--- config.mk ---
export PLATFORM = sky130hd
export DESIGN_NAME = display_trim_interpolator_unit
export DESIGN_NICKNAME = d
export VERILOG_FILES = /design/src/sv/dti_pkg.sv /design/src/sv/display_trim_interpolator_unit.sv /design/src/sv/dti_queue.sv /design/src/sv/dti_front.sv /design/src/sv/dti_back.sv
export SDC_FILE = /design/constraint.sdc
export NUM_CORES = 2
export LEC_CHECK = 0
export BUFFER_PORTS_ARGS = -buffer_cell sky130_fd_sc_hd__buf_4
export CAP_MARGIN = 20
export CORE_AREA = 2 2 298 270
export DETAILED_ROUTE_END_ITERATION = 8
export DIE_AREA = 0 0 300 272
export GPL_ROUTABILITY_DRIVEN = 0
export GPL_TIMING_DRIVEN = 0
export PLACE_DENSITY = 0.87
export SETUP_SLACK_MARGIN = 0.5
export SYNTH_ARGS = -nofsm -noshare
export SYNTH_HDL_FRONTEND = slang
export SYNTH_SLANG_ARGS = --single-unit
--- constraint.sdc ---
create_clock -name clk -period 10.8 [get_ports clk]
set_input_delay 1.08 -clock clk [delete_from_list [all_inputs] [get_ports clk]]
set_output_delay 1.08 -clock clk [all_outputs]
set_load 0.05 [all_outputs]
--- src/sv/dti_pkg.sv ---
package dti_pkg;

    localparam int CODE_BITS = 12;
    localparam int LEVEL_BITS = 8;
    localparam int NTRIMS = 5;
    localparam int TRIM_IDX_BITS = $clog2(NTRIMS);
    localparam int WEIGHT_FRAC_BITS_DEF = 16;
    localparam int QUEUE_DEPTH = 2;
    localparam int CFG_INDEX_BITS = 2;

    localparam logic [CFG_INDEX_BITS-1:0] CFG_DISPLAY_PEAK = 2'd0;
    localparam logic [CFG_INDEX_BITS-1:0] CFG_MASTER_PEAK  = 2'd1;

    localparam logic [LEVEL_BITS-1:0] TRIM_LEVEL = 8'd2;

    localparam logic [CODE_BITS-1:0] CODE_MAX = '1;
    localparam logic [CODE_BITS-1:0] NEUTRAL = {1'b1, {(CODE_BITS-1){1'b0}}};
    localparam logic [CODE_BITS-1:0] DISPLAY_PEAK_RST = 12'd2081;
    localparam logic [CODE_BITS-1:0] MASTER_PEAK_RST  = 12'd3079;

    typedef logic [NTRIMS-1:0][CODE_BITS-1:0] trims_t;

    // slope 1, offset 0, power 1, chroma 0, saturation 0
    localparam trims_t DEFAULT_TRIMS = {12'd0, 12'd0, 12'd1, 12'd0, 12'd1};
    localparam trims_t NEUTRAL_TRIMS = {NTRIMS{NEUTRAL}};

    typedef enum logic [1:0] {
        CASE_NONE      = 2'd0,
        CASE_BETWEEN   = 2'd1,
        CASE_ABOVE_ALL = 2'd2,
        CASE_BELOW_ALL = 2'd3
    } case_t;

    // one finished frame: blend base toward goal by num / den (den 0 -> hold base)
    typedef struct packed {
        logic                 trims_valid;
        case_t                kase;
        logic [CODE_BITS-1:0] num;
        logic [CODE_BITS-1:0] den;
        trims_t               base;
        trims_t               goal;
    } job_t;

    typedef enum logic [2:0] {
        BK_IDLE,
        BK_DIVIDE,
        BK_MULT,
        BK_ACCUM,
        BK_DONE
    } back_state_t;

endpackage

--- src/sv/display_trim_interpolator_unit.sv ---
// Display trim interpolator.
// Input channel (in_valid / in_stall): one metadata entry per beat. Entries
// that are not level 2 only mark the frame end when final_entry is set.
// Entries are taken one per cycle unless stalled; the final entry hands the
// classified frame to a two-deep job queue and clears the selection state.
// Output channel (out_valid / out_stall): one result beat per frame.
// From the final entry's beat, the frame passes through the job queue to the
//   back end, which divides num by den unless den is 0 or num >= den, then
//   blends the trims and loads the result register.
// The divide is a restoring divider at one quotient bit per cycle; the five
// blends share one multiplier: a multiply and an accumulate state each.
// in_stall rises while the job queue is full, i.e. when two frames wait
// behind the back end; a stalled output holds its beat and the back end
// may finish one more frame into its done state meanwhile.
// Config (cfg_valid / cfg_ready, always ready): index 0 display peak,
// index 1 master peak, as 12-bit PQ codes. Reset: peaks to 2081 / 3079,
// selection state cleared, queue and output empty.
module display_trim_interpolator_unit #(
    parameter int WEIGHT_FRAC_BITS = dti_pkg::WEIGHT_FRAC_BITS_DEF
) (
    input  logic                                 clk,
    input  logic                                 rst_n,
    input  logic                                 cfg_valid,
    output logic                                 cfg_ready,
    input  logic [dti_pkg::CFG_INDEX_BITS-1:0]   cfg_index,
    input  logic [dti_pkg::CODE_BITS-1:0]        cfg_data,
    input  logic                                 in_valid,
    output logic                                 in_stall,
    input  logic [dti_pkg::LEVEL_BITS-1:0]       entry_level,
    input  logic [dti_pkg::CODE_BITS-1:0]        target_code,
    input  logic [dti_pkg::CODE_BITS-1:0]        slope_trim,
    input  logic [dti_pkg::CODE_BITS-1:0]        offset_trim,
    input  logic [dti_pkg::CODE_BITS-1:0]        power_trim,
    input  logic [dti_pkg::CODE_BITS-1:0]        chroma_trim,
    input  logic [dti_pkg::CODE_BITS-1:0]        saturation_trim,
    input  logic                                 final_entry,
    output logic                                 out_valid,
    input  logic                                 out_stall,
    output logic                                 trims_valid,
    output logic [1:0]                           case_taken,
    output logic [dti_pkg::CODE_BITS:0]          slope_coef,
    output logic signed [dti_pkg::CODE_BITS-1:0] offset_coef,
    output logic [dti_pkg::CODE_BITS:0]          power_coef,
    output logic signed [dti_pkg::CODE_BITS-1:0] chroma_coef,
    output logic signed [dti_pkg::CODE_BITS-1:0] saturation_coef
);
    import dti_pkg::*;

    logic   in_accept, q_push, q_full, q_pop, q_empty;
    job_t   q_in, q_head;
    trims_t in_trims;

    assign cfg_ready = 1'b1;
    assign in_stall  = q_full;
    assign in_accept = in_valid && !in_stall;
    assign in_trims  = {saturation_trim, chroma_trim, power_trim, offset_trim, slope_trim};

    dti_front u_front (
        .clk         (clk),
        .rst_n       (rst_n),
        .cfg_we      (cfg_valid && cfg_ready),
        .cfg_index   (cfg_index),
        .cfg_data    (cfg_data),
        .in_accept   (in_accept),
        .entry_level (entry_level),
        .target_code (target_code),
        .trims       (in_trims),
        .final_entry (final_entry),
        .push        (q_push),
        .push_data   (q_in)
    );

    dti_queue u_queue (
        .clk       (clk),
        .rst_n     (rst_n),
        .push      (q_push),
        .push_data (q_in),
        .full      (q_full),
        .pop       (q_pop),
        .head      (q_head),
        .empty     (q_empty)
    );

    dti_back #(
        .WEIGHT_FRAC_BITS (WEIGHT_FRAC_BITS)
    ) u_back (
        .clk             (clk),
        .rst_n           (rst_n),
        .head            (q_head),
        .q_empty         (q_empty),
        .q_pop           (q_pop),
        .out_valid       (out_valid),
        .out_stall       (out_stall),
        .trims_valid     (trims_valid),
        .case_taken      (case_taken),
        .slope_coef      (slope_coef),
        .offset_coef     (offset_coef),
        .power_coef      (power_coef),
        .chroma_coef     (chroma_coef),
        .saturation_coef (saturation_coef)
    );

endmodule

--- src/sv/dti_queue.sv ---
module dti_queue (
    input  logic          clk,
    input  logic          rst_n,
    input  logic          push,
    input  dti_pkg::job_t push_data,
    output logic          full,
    input  logic          pop,
    output dti_pkg::job_t head,
    output logic          empty
);
    import dti_pkg::*;

    localparam int PTR_BITS = (QUEUE_DEPTH > 1) ? $clog2(QUEUE_DEPTH) : 1;
    localparam int CNT_BITS = $clog2(QUEUE_DEPTH + 1);

    job_t                slot_reg [QUEUE_DEPTH];
    logic [PTR_BITS-1:0] wr_ptr_reg, wr_ptr_next;
    logic [PTR_BITS-1:0] rd_ptr_reg, rd_ptr_next;
    logic [CNT_BITS-1:0] count_reg, count_next;

    assign full  = count_reg == CNT_BITS'(QUEUE_DEPTH);
    assign empty = count_reg == '0;
    assign head  = slot_reg[rd_ptr_reg];

    always_comb
    begin
        wr_ptr_next = wr_ptr_reg;
        rd_ptr_next = rd_ptr_reg;
        count_next  = count_reg;
        if (push)
        begin
            wr_ptr_next = (wr_ptr_reg == PTR_BITS'(QUEUE_DEPTH - 1)) ? '0 : wr_ptr_reg + 1'b1;
        end
        if (pop)
        begin
            rd_ptr_next = (rd_ptr_reg == PTR_BITS'(QUEUE_DEPTH - 1)) ? '0 : rd_ptr_reg + 1'b1;
        end
        if (push && !pop)
        begin
            count_next = count_reg + 1'b1;
        end
        else if (pop && !push)
        begin
            count_next = count_reg - 1'b1;
        end
    end

    always_ff @(posedge clk or negedge rst_n)
    begin
        if (!rst_n)
        begin
            wr_ptr_reg <= '0;
            rd_ptr_reg <= '0;
            count_reg  <= '0;
        end
        else
        begin
            wr_ptr_reg <= wr_ptr_next;
            rd_ptr_reg <= rd_ptr_next;
            count_reg  <= count_next;
        end
    end

    always_ff @(posedge clk)
    begin
        if (push)
        begin
            slot_reg[wr_ptr_reg] <= push_data;
        end
    end

`ifndef SYNTH
    a_no_push_full: assert property (@(posedge clk) disable iff (!rst_n)
        push |-> !full)
        else $error("queue push while full");
    a_no_pop_empty: assert property (@(posedge clk) disable iff (!rst_n)
        pop |-> !empty)
        else $error("queue pop while empty");
`endif

endmodule

--- src/sv/dti_front.sv ---
module dti_front (
    input  logic                                clk,
    input  logic                                rst_n,
    input  logic                                cfg_we,
    input  logic [dti_pkg::CFG_INDEX_BITS-1:0]  cfg_index,
    input  logic [dti_pkg::CODE_BITS-1:0]       cfg_data,
    input  logic                                in_accept,
    input  logic [dti_pkg::LEVEL_BITS-1:0]      entry_level,
    input  logic [dti_pkg::CODE_BITS-1:0]       target_code,
    input  dti_pkg::trims_t                     trims,
    input  logic                                final_entry,
    output logic                                push,
    output dti_pkg::job_t                       push_data
);
    import dti_pkg::*;

    logic [CODE_BITS-1:0] disp_reg, master_reg;
    logic                 any_reg, any_next;
    logic                 bf_reg, bf_next;
    logic [CODE_BITS-1:0] bd_reg, bd_next;
    logic [CODE_BITS-1:0] bt_reg, bt_next;
    trims_t               btr_reg, btr_next;
    logic                 af_reg, af_next;
    logic [CODE_BITS-1:0] ad_reg, ad_next;
    logic [CODE_BITS-1:0] at_reg, at_next;
    trims_t               atr_reg, atr_next;

    logic                 is_l2, at_or_below, take_below, take_above;
    logic [CODE_BITS-1:0] dist_below, dist_above;

    assign is_l2       = entry_level == TRIM_LEVEL;
    assign at_or_below = target_code <= disp_reg;
    assign dist_below  = disp_reg - target_code;
    assign dist_above  = target_code - disp_reg;
    assign take_below  = is_l2 && at_or_below && (dist_below < bd_reg);
    assign take_above  = is_l2 && !at_or_below && (dist_above < ad_reg);

    assign any_next = any_reg | is_l2;
    assign bf_next  = bf_reg | take_below;
    assign bd_next  = take_below ? dist_below : bd_reg;
    assign bt_next  = take_below ? target_code : bt_reg;
    assign btr_next = take_below ? trims : btr_reg;
    assign af_next  = af_reg | take_above;
    assign ad_next  = take_above ? dist_above : ad_reg;
    assign at_next  = take_above ? target_code : at_reg;
    assign atr_next = take_above ? trims : atr_reg;

    assign push = in_accept && final_entry;

    // classify the frame as it stands after this beat
    always_comb
    begin
        push_data             = '0;
        push_data.trims_valid = any_next;
        push_data.kase        = CASE_NONE;
        push_data.base        = DEFAULT_TRIMS;
        push_data.goal        = DEFAULT_TRIMS;
        priority if (!any_next)
        begin
            push_data.base = '0;
            push_data.goal = '0;
        end
        else if (bf_next && af_next)
        begin
            push_data.kase = CASE_BETWEEN;
            push_data.num  = disp_reg - bt_next;
            push_data.den  = at_next - bt_next;
            push_data.base = btr_next;
            push_data.goal = atr_next;
        end
        else if (bf_next)
        begin
            push_data.kase = CASE_ABOVE_ALL;
            push_data.num  = disp_reg - bt_next;
            push_data.den  = (master_reg > bt_next) ? master_reg - bt_next : '0;
            push_data.base = btr_next;
            push_data.goal = NEUTRAL_TRIMS;
        end
        else if (af_next)
        begin
            push_data.kase = CASE_BELOW_ALL;
            push_data.base = atr_next;
            push_data.goal = atr_next;
        end
        else
        begin
            push_data.kase = CASE_NONE;
        end
    end

    always_ff @(posedge clk or negedge rst_n)
    begin
        if (!rst_n)
        begin
            disp_reg   <= DISPLAY_PEAK_RST;
            master_reg <= MASTER_PEAK_RST;
            any_reg    <= 1'b0;
            bf_reg     <= 1'b0;
            bd_reg     <= CODE_MAX;
            af_reg     <= 1'b0;
            ad_reg     <= CODE_MAX;
        end
        else
        begin
            if (cfg_we && (cfg_index == CFG_DISPLAY_PEAK))
            begin
                disp_reg <= cfg_data;
            end
            if (cfg_we && (cfg_index == CFG_MASTER_PEAK))
            begin
                master_reg <= cfg_data;
            end
            if (in_accept)
            begin
                if (final_entry)
                begin
                    any_reg <= 1'b0;
                    bf_reg  <= 1'b0;
                    bd_reg  <= CODE_MAX;
                    af_reg  <= 1'b0;
                    ad_reg  <= CODE_MAX;
                end
                else
                begin
                    any_reg <= any_next;
                    bf_reg  <= bf_next;
                    bd_reg  <= bd_next;
                    af_reg  <= af_next;
                    ad_reg  <= ad_next;
                end
            end
        end
    end

    // targets and trims are read only while their found flag is set
    always_ff @(posedge clk)
    begin
        if (in_accept)
        begin
            bt_reg  <= bt_next;
            btr_reg <= btr_next;
            at_reg  <= at_next;
            atr_reg <= atr_next;
        end
    end

endmodule

--- src/sv/dti_back.sv ---
module dti_back #(
    parameter int WEIGHT_FRAC_BITS = dti_pkg::WEIGHT_FRAC_BITS_DEF
) (
    input  logic                           clk,
    input  logic                           rst_n,
    input  dti_pkg::job_t                  head,
    input  logic                           q_empty,
    output logic                           q_pop,
    output logic                           out_valid,
    input  logic                           out_stall,
    output logic                           trims_valid,
    output logic [1:0]                     case_taken,
    output logic [dti_pkg::CODE_BITS:0]    slope_coef,
    output logic signed [dti_pkg::CODE_BITS-1:0] offset_coef,
    output logic [dti_pkg::CODE_BITS:0]    power_coef,
    output logic signed [dti_pkg::CODE_BITS-1:0] chroma_coef,
    output logic signed [dti_pkg::CODE_BITS-1:0] saturation_coef
);
    import dti_pkg::*;

    localparam int DW = CODE_BITS + WEIGHT_FRAC_BITS + 1;
    localparam int CNT_BITS = $clog2(DW + 1);
    localparam int WW = WEIGHT_FRAC_BITS + 1;
    localparam int PW = CODE_BITS + WEIGHT_FRAC_BITS + 3;
    localparam logic [WW-1:0] W_ONE = {1'b1, {WEIGHT_FRAC_BITS{1'b0}}};
    localparam logic signed [PW-1:0] HALF = PW'(1) <<< (WEIGHT_FRAC_BITS - 1);

    back_state_t state_reg, state_next;
    job_t                    job_reg;
    logic [DW-1:0]           dvd_reg, quo_reg, quo_next;
    logic [CODE_BITS-1:0]    rem_reg;
    logic [CNT_BITS-1:0]     cnt_reg;
    logic [WW-1:0]           w_reg;
    logic signed [PW-1:0]    prod_reg;
    logic [TRIM_IDX_BITS-1:0] idx_reg;
    trims_t                  res_reg;
    logic                    out_valid_reg;
    logic                    trims_valid_reg;
    logic [1:0]              case_reg;
    logic [CODE_BITS:0]      slope_reg, power_reg;
    logic [CODE_BITS-1:0]    offset_reg, chroma_reg, sat_reg;

    logic                    out_load, head_hold, head_sat, div_last, rem_ge, last_trim;
    logic [CODE_BITS:0]      rem_shift, rem_sub;
    logic [CODE_BITS-1:0]    base_sel, goal_sel;
    logic signed [CODE_BITS:0] diff;
    logic signed [PW-1:0]    prod_c, acc_c;
    logic [CODE_BITS-1:0]    res_c;

    assign head_hold = head.den == '0;
    assign head_sat  = head.num >= head.den;
    assign div_last  = cnt_reg == CNT_BITS'(DW - 1);
    assign last_trim = idx_reg == TRIM_IDX_BITS'(NTRIMS - 1);

    assign rem_shift = {rem_reg, dvd_reg[DW-1]};
    assign rem_ge    = rem_shift >= {1'b0, job_reg.den};
    assign rem_sub   = rem_shift - {1'b0, job_reg.den};
    assign quo_next  = {quo_reg[DW-2:0], rem_ge};

    assign base_sel = job_reg.base[idx_reg];
    assign goal_sel = job_reg.goal[idx_reg];
    assign diff     = $signed({1'b0, goal_sel}) - $signed({1'b0, base_sel});
    assign prod_c   = PW'(diff) * PW'($signed({1'b0, w_reg}));
    assign acc_c    = $signed({3'b000, base_sel, {WEIGHT_FRAC_BITS{1'b0}}}) + prod_reg + HALF;
    assign res_c    = acc_c[WEIGHT_FRAC_BITS +: CODE_BITS];

    always_comb
    begin
        state_next = state_reg;
        unique case (state_reg)
            BK_IDLE:
            begin
                if (!q_empty)
                begin
                    state_next = (head_hold || head_sat) ? BK_MULT : BK_DIVIDE;
                end
            end
            BK_DIVIDE:
            begin
                if (div_last)
                begin
                    state_next = BK_MULT;
                end
            end
            BK_MULT:
            begin
                state_next = BK_ACCUM;
            end
            BK_ACCUM:
            begin
                state_next = last_trim ? BK_DONE : BK_MULT;
            end
            BK_DONE:
            begin
                if (!out_valid_reg || !out_stall)
                begin
                    state_next = BK_IDLE;
                end
            end
            default:
            begin
                state_next = BK_IDLE;
            end
        endcase
    end

    always_comb
    begin
        q_pop    = 1'b0;
        out_load = 1'b0;
        unique case (state_reg)
            BK_IDLE:   q_pop = !q_empty;
            BK_DONE:   out_load = !out_valid_reg || !out_stall;
            BK_DIVIDE,
            BK_MULT,
            BK_ACCUM:  q_pop = 1'b0;
            default:   q_pop = 1'b0;
        endcase
    end

    always_ff @(posedge clk or negedge rst_n)
    begin
        if (!rst_n)
        begin
            state_reg     <= BK_IDLE;
            out_valid_reg <= 1'b0;
        end
        else
        begin
            state_reg <= state_next;
            if (out_load)
            begin
                out_valid_reg <= 1'b1;
            end
            else if (!out_stall)
            begin
                out_valid_reg <= 1'b0;
            end
        end
    end

    always_ff @(posedge clk)
    begin
        if (q_pop)
        begin
            job_reg <= head;
            idx_reg <= '0;
            dvd_reg <= DW'({head.num, {WEIGHT_FRAC_BITS{1'b0}}}) + DW'(head.den >> 1);
            quo_reg <= '0;
            rem_reg <= '0;
            cnt_reg <= '0;
            if (head_hold)
            begin
                w_reg <= '0;
            end
            else
            begin
                w_reg <= W_ONE;
            end
        end
        if (state_reg == BK_DIVIDE)
        begin
            dvd_reg <= {dvd_reg[DW-2:0], 1'b0};
            rem_reg <= rem_ge ? rem_sub[CODE_BITS-1:0] : rem_shift[CODE_BITS-1:0];
            quo_reg <= quo_next;
            cnt_reg <= cnt_reg + 1'b1;
            if (div_last)
            begin
                w_reg <= quo_next[WW-1:0];
            end
        end
        if (state_reg == BK_MULT)
        begin
            prod_reg <= prod_c;
        end
        if (state_reg == BK_ACCUM)
        begin
            res_reg[idx_reg] <= res_c;
            idx_reg <= idx_reg + 1'b1;
        end
        if (out_load)
        begin
            trims_valid_reg <= job_reg.trims_valid;
            case_reg        <= job_reg.kase;
            if (job_reg.trims_valid)
            begin
                slope_reg  <= {1'b0, res_reg[0]} + {1'b0, NEUTRAL};
                offset_reg <= res_reg[1] ^ NEUTRAL;
                power_reg  <= {1'b0, res_reg[2]} + {1'b0, NEUTRAL};
                chroma_reg <= res_reg[3] ^ NEUTRAL;
                sat_reg    <= res_reg[4] ^ NEUTRAL;
            end
            else
            begin
                slope_reg  <= '0;
                offset_reg <= '0;
                power_reg  <= '0;
                chroma_reg <= '0;
                sat_reg    <= '0;
            end
        end
    end

    assign out_valid       = out_valid_reg;
    assign trims_valid     = trims_valid_reg;
    assign case_taken      = case_reg;
    assign slope_coef      = slope_reg;
    assign offset_coef     = $signed(offset_reg);
    assign power_coef      = power_reg;
    assign chroma_coef     = $signed(chroma_reg);
    assign saturation_coef = $signed(sat_reg);

`ifndef SYNTH
    a_weight_range: assert property (@(posedge clk) disable iff (!rst_n)
        (state_reg == BK_MULT) |-> (w_reg <= W_ONE))
        else $error("blend weight above one");
    a_acc_nonneg: assert property (@(posedge clk) disable iff (!rst_n)
        (state_reg == BK_ACCUM) |-> !acc_c[PW-1])
        else $error("blend accumulator negative");
    a_pop_starts: assert property (@(posedge clk) disable iff (!rst_n)
        q_pop |=> (state_reg != BK_IDLE))
        else $error("job popped but back end idle");
`endif

endmodule

Word-level counts from Yosys, hierarchy flattened
Memories as Yosys holds them, arrays and structs flattened.
Cells that the tools add are included.

cells by class
  add/sub/neg operators = 18
  reductions and logical operators = 33
  order comparisons = 8
  eq/ne operators = 13
  muxes and demuxes = 58
  multipliers = 1
  bitwise operators = 6

operator list
  cell                                                               number
  120-bit 2-to-1 mux                                                 3
  12-bit 2-to-1 mux                                                  13
  146-bit 2-to-1 mux                                                 1
  60-bit 2-to-1 mux                                                  2
  12-bit binary-select mux with 3-bit select                         2
  12-bit subtractor                                                  6
  17-bit 2-to-1 mux                                                  4
  60-bit bitwise mux                                                 1
  29-bit 2-to-1 mux                                                  2
  12-bit demux with 3-bit select                                     1
  16-bit 2-to-1 mux                                                  2
  28-bit by 11-bit adder with 29-bit output                          1
  28-bit by 17-bit adder with 28-bit output (second input constant)  1
  28-bit adder                                                       1
  13-bit by 18-bit multiplier with 28-bit output                     1
  12-bit by 12-bit adder with 13-bit output (second input constant)  2
  26-bit 2-to-1 mux                                                  1
  12-bit less-than comparator                                        2
  24-bit 2-to-1 mux                                                  1
  3-bit 2-to-1 mux                                                   6
  3-bit one-hot mux with 5 select lines                              1
  13-bit by 12-bit greater-or-equal comparator with 1-bit output     1
  12-bit by 12-bit subtractor with 13-bit output                     1
  12-bit greater-or-equal comparator                                 1
  32 further kinds                                                   80

word-level totals
  input port bits = 100
  flip-flop bits (word level) = 573
  word-level logic and storage cells = 195
  memory bits (writable) = 294
  output and inout port bits = 68
  memories = 1

memories
  name              words  width  read ports  clocked after Yosys merged registers in  wr ports  RTL line         text
  u_queue.slot_reg  2      147    1           0                                        1         dti_queue.sv:16  job_t slot_reg [QUEUE_DEPTH];

Longest topological paths before layout
  depth in word-level cells = 9
  gate-level depth with buffers = 39
  gate-level depth less buffers = 36

Hierarchy
From an unflattened synthesis, not the netlist that was laid out.

second synthesis, totals
  cells, all modules = 3670
  area total of the unflattened synthesis = 45129.5 um2

modules (own cells, without submodules)
  module                          area an instance (um2)  seq. area each (um2)  cells each  times used
  dti_back                        21520.6                 10580.1               1770        1
  dti_front                       12753.5                 5640.4                1424        1
  dti_queue                       10830.4                 8928.6                473         1
  display_trim_interpolator_unit  25.0                    0.0                   3           1

Least setup slack after synthesis
No wires, ideal clock.

  kind = input to register
  start point = input in_valid
  end point = memory u_queue.slot_reg[0][0] (netlist bit), enable pin
  setup time = 0.656 ns
  path slack = -0.593 ns
  stages on the path = 5
  arrival = 10.737 ns
  path buffers = 1
  required time = 10.144 ns
  cells stage by stage = nand2_1 -> inv_1 -> nand2_1 -> clkbuf_1 -> nor2_1

between the ends
  cells in the longest elaborated chain, start to end = 4

RTL lines
  what                                    RTL line                              text
  from (decl)                             display_trim_interpolator_unit.sv:27  input logic in_valid,
  1-bit logical AND                       display_trim_interpolator_unit.sv:55  assign in_accept = in_valid && !in_stall;
  net in_accept                           display_trim_interpolator_unit.sv:49  logic in_accept, q_push, q_full, q_pop, q_empty;
  1-bit logical AND                       dti_front.sv:48                       assign push = in_accept && final_entry;
  1-bit 2-to-1 mux                        dti_queue.sv:66                       if (push)
  1-bit 2-to-1 mux (implied by the code)  dti_queue.sv:68                       slot_reg[wr_ptr_reg] <= push_data;
  to (decl)                               dti_queue.sv:16

The timed path passes the listed nets, and every way through them passes these cells.

Worst setup path in the final report
  start point = register u_back.idx_reg[2]
  end point = register u_back.prod_reg[27] (data pin)

between the ends
  cells in the longest elaborated chain, start to end = 4
  elaborated cells on any way between the ends = 6
  classes of those cells = 1 x add/sub; 1 x mul; 4 x mux

RTL lines
  what                                                           RTL line                        text
  from (decl)                                                    dti_back.sv:35                  logic [TRIM_IDX_BITS-1:0] idx_reg;
  from (signal assigned)                                         dti_back.sv:179                 idx_reg <= idx_reg + 1'b1;
  12-bit binary-select mux with 3-bit select (on tied branches)  dti_back.sv:61, dti_back.sv:60
  12-bit 2-to-1 mux (on tied branches)                           dti_back.sv:61, dti_back.sv:60
  12-bit by 12-bit subtractor with 13-bit output *               dti_back.sv:62                  assign diff = $signed({1'b0, goal_sel}) - $signed({1'b0, base_sel});
  13-bit by 18-bit multiplier with 28-bit output *               dti_back.sv:63                  assign prod_c = PW'(diff) * PW'($signed({1'b0, w_reg}));
  net u_back.prod_c[27]                                          dti_back.sv:47                  logic signed [PW-1:0] prod_c, acc_c;
  to (signal assigned)                                           dti_back.sv:174                 prod_reg <= prod_c;
  to (decl)                                                      dti_back.sv:34                  logic signed [PW-1:0] prod_reg;

The timed path passes the listed nets; every way through them passes the cells marked *. The select of a mux whose other input is x is not followed.
A chain may end at the register's enable or synchronous reset.

==> metrics list <==
- Maximum Capacitance Violations: 0
- Maximum fanout along the worst path: 10
- Dividing the detail-routed wire length by the instance count gives 22.3 um.
- Number of remaining DRC errors: 0
- Die Y: 272 um
* CTS buffer count: 84
- The synthesized design contains 852 register bits.
* Final Cycle Share: 91.8%
- Global routing consumed, over all layers together, 26.1% of the routing resources.
- CP max stage cell: sky130_fd_sc_hd__fa_1
- Cells with a size suffix above 1 make up 17.7% of the layout.
- Total Die Area: 0.0816 mm^2
- Area growth from synthesis to layout: 13.8%
* Nature of the critical path endpoint: flop
* Clock tree root buffer cell: sky130_fd_sc_hd__clkbuf_16
- After the last flow step, the layout net total stands at 4172.
* Placeable Area: 0.0787 mm^2
* Synthesis Warnings: 0
* Routed via count: 28700
* Top-Level Pins: 168
- In the global route stage, met2 resource usage came out at 42.7%.
- Critical Path Max Stage Delay: 550 ps
- The count of final max-slew check failures came to 0.
- Largest net degree at the start of global routing: 97
* Clock tree from TritonCTS: yes
- The setup path with the least slack is of type reg -> reg.
- In the synthesized netlist the async set-or-reset flop fraction comes to 6.92%.
- Number of hold violations in the final report: 0
- Port-buffer cells: 166
- Syn_area_per_cell: 13.0 um^2
- Num Clock Sinks: 852
- Length of the first detailed-routing pass in iterations: 8
- Skew-Pair Late Insertion Delay: 680 ps
- Setup violations remaining at the end of the flow were counted as 0.
- Worst Max-Slew Pin Slew: 1180 ps
- Clock-pin slew was measured on the worst setup and hold paths at 70 ps.
- Highest achievable clock rate: 0.101 GHz
- After the first detailed-routing iteration, the DRC count stood at 3464.
- The via count of the first global-routing pass came to 29100.
- The detail route stage leaves a number of antenna-violating nets equal to 0.
- The number of buffers and inverters on the critical path is 6.
* Worst Path Required: 11160 ps
* Post-synthesis cell type count: 76
* Most crowded layer after global routing: met2
* Leading cell type in the layout, fill and taps excluded: sky130_fd_sc_hd__edfxtp_1
* Largest register FFs: 294
* Synthesized netlist cell count: 3412
- Yosys mapped a number of flops with a built-in enable equal to 775.
- CP Data Arrival Time: 10280 ps
* Highest-count cells in the layout ignoring fill and taps: 775 x sky130_fd_sc_hd__edfxtp_1, 334 x sky130_fd_sc_hd__inv_1, 303 x sky130_fd_sc_hd__nand2_1
- Fraction of the yosys area taken by sequential cells: 56.7%
* Unrepaired setup endpoints after global routing: no
- Summed over all failing endpoints, the final setup total negative slack is 0 ps.
* Number of buffers on the longest clock path: 3
- For met1 alone, demand over resource in global routing was 33.6%.
- Die width: 300 um
- Grouping stages by cell kind, the critical path spends the most delay in adder cells.
- H-tree levels: 3
- Max-Slew Margin vs Limit: 21.0%
- At the end of the flow the core is filled with cells to 64.2%.
* Wire length reported by the detailed router: 107000 um
- By instance count, the cell type seen most on the critical path is sky130_fd_sc_hd__fa_1.
- Detailed placement ended at an HPWL of 76400 um.
* Worst slack on hold paths: 453 ps
- Including well taps, the total number of placed cells is 4648.
- For this run, the leading register cell type out of synthesis is sky130_fd_sc_hd__edfxtp_1.
* Critical path startpoint category: flop
* Filler Cells Inserted: 5331
- The floorplan has 98 rows.
- Wire length of the first global-routing pass: 164000 um
- Global routing consumed, on the met3 layer, 6.05% of the routing resources.
- Subtracting the final worst setup slack from the clock period gives 9920 ps.
- Via density per instance: 5.98
- Antenna violations before repair: 5
- The number of nets in the synthesized netlist is 3898.
* Post-synthesis instance area: 0.0444 mm^2
- Setup Skew: 54.5 ps
- Overflow left after global routing: 0
* Initial standard-cell utilization of the core: 56.4%
* Status: finished, final reports clean
- Class of the worst hold path: reg -> reg
- Number of standard cells in the final layout excluding fillers: 4810
-- worst reg2reg max path, delay by kind of cell (launching register included) --
family / cells / cell delay [ps]
adders and majority gates: 9 / 4000
DFF: 1 / 500
muxes: 1 / 300
and+or+nand+nor: 4 / 590
xor gates and xnor gates: 2 / 680
buffers and inverters: 6 / 890
AOI/OAI and AO/OA: 14 / 2640
-- final cells by class --
type	count	area (um^2)	area share (%)
buffer	144	637	1.26
clock inverter	52	711	1.41
inverter	338	1270	2.52
multi-input combinational	2078	17500	34.6
antenna	4	10.0	0.0198
timing repair buffer	188	1650	3.26
sequential	852	25100	49.8
clock buffer	104	2260	4.48
tap	1050	1310	2.60
-- per-stage QoR --
step                setup WS (ps)  instance area (um^2)
floorplan                    1880                 44400
global placement            -2030                 47000
detailed placement           -155                 47400
CTS                           500                 50400
global route                  468                 50500
finish                        881                 50500
-- cells in the mapped netlist (9+ instances only) --
cell                         n  area, um^2
sky130_fd_sc_hd__clkbuf_1   99         372
sky130_fd_sc_hd__nand2b_1   31         194
sky130_fd_sc_hd__dfstp_2    32         841
sky130_fd_sc_hd__a22o_1     30         263
sky130_fd_sc_hd__nand2_1   304        1140
sky130_fd_sc_hd__edfxtp_1  775       23300
sky130_fd_sc_hd__inv_1     336        1260
sky130_fd_sc_hd__xnor2_1    62         543
sky130_fd_sc_hd__ha_1      214        2680
sky130_fd_sc_hd__o21a_1     10        75.1
sky130_fd_sc_hd__o21ai_0    99         495
sky130_fd_sc_hd__o21ai_1    31         155
sky130_fd_sc_hd__nor3_1     33         165
sky130_fd_sc_hd__a21oi_1   125         626
sky130_fd_sc_hd__nor2_1    171         642
sky130_fd_sc_hd__or2_2      10        62.6
sky130_fd_sc_hd__a21o_1     31         233
sky130_fd_sc_hd__and2_1    113         707
sky130_fd_sc_hd__nor2b_1    37         231
sky130_fd_sc_hd__a22oi_1     9        67.6
sky130_fd_sc_hd__o22ai_1    12        75.1
sky130_fd_sc_hd__o211ai_1   10        75.1
sky130_fd_sc_hd__dfrtp_1    27         676
sky130_fd_sc_hd__dfxtp_1    18         360
sky130_fd_sc_hd__buf_2      29         145
sky130_fd_sc_hd__xor2_1     37         324
sky130_fd_sc_hd__nand3_1    14        70.1
sky130_fd_sc_hd__mux2i_1   124        1240
sky130_fd_sc_hd__mux2_2    211        2380
sky130_fd_sc_hd__fa_1      172        3440
sky130_fd_sc_hd__and3_1     33         206
sky130_fd_sc_hd__o21bai_1   11        82.6
sky130_fd_sc_hd__nand4_1    15        93.8
sky130_fd_sc_hd__o22a_1     37         324
sky130_fd_sc_hd__a211oi_1   15         113
-- logic make-up after synthesis --
| logic type | share of synthesized area (%) |
|---|---|
| other | 0.00845 |
| xor gates and xnor gates | 2.00 |
| buffers and inverters | 4.23 |
| DFF | 56.7 |
| muxes | 8.15 |
| AOI/OAI and AO/OA | 6.74 |
| adders and majority gates | 13.8 |
| and+or+nand+nor | 8.44 |
-- metal layers --
layer	wire length [um]	up-vias
li1	-	12600
met1	40400	14100
met2	51000	1766
met3	11400	307
met4	4540	2
met5	7	-
-- path summary, 6_finish.rpt --
| check | start | end | slack [ps] | cells past startpoint |
|---|---|---|---|---|
| max | u_back.idx_reg[2] | u_back.prod_reg[27] | 880 | 36 |
| min | u_back.quo_reg[15] | u_back.w_reg[16] | 450 | 2 |
| max reg2reg | u_back.idx_reg[2] | u_back.prod_reg[27] | 880 | 36 |
| min reg2reg | u_back.quo_reg[15] | u_back.w_reg[16] | 450 | 2 |
| max in group asynchronous | rst_n | u_back.state_reg[0] | 9720 | 1 |
| min in group asynchronous | rst_n | u_queue.wr_ptr_reg | 510 | 1 |
-- what timing repair did --
item	4_1_cts	5_1_grt
pin swaps	1	0
setup endpoints to repair	3	2
gates cloned	0	0
hold buffers	0	0
setup buffers	1	0
gates resized for setup	15	32
Power is not shown: default switching activity piles up to over one toggle a cycle in this logic, so the estimate is an artifact.
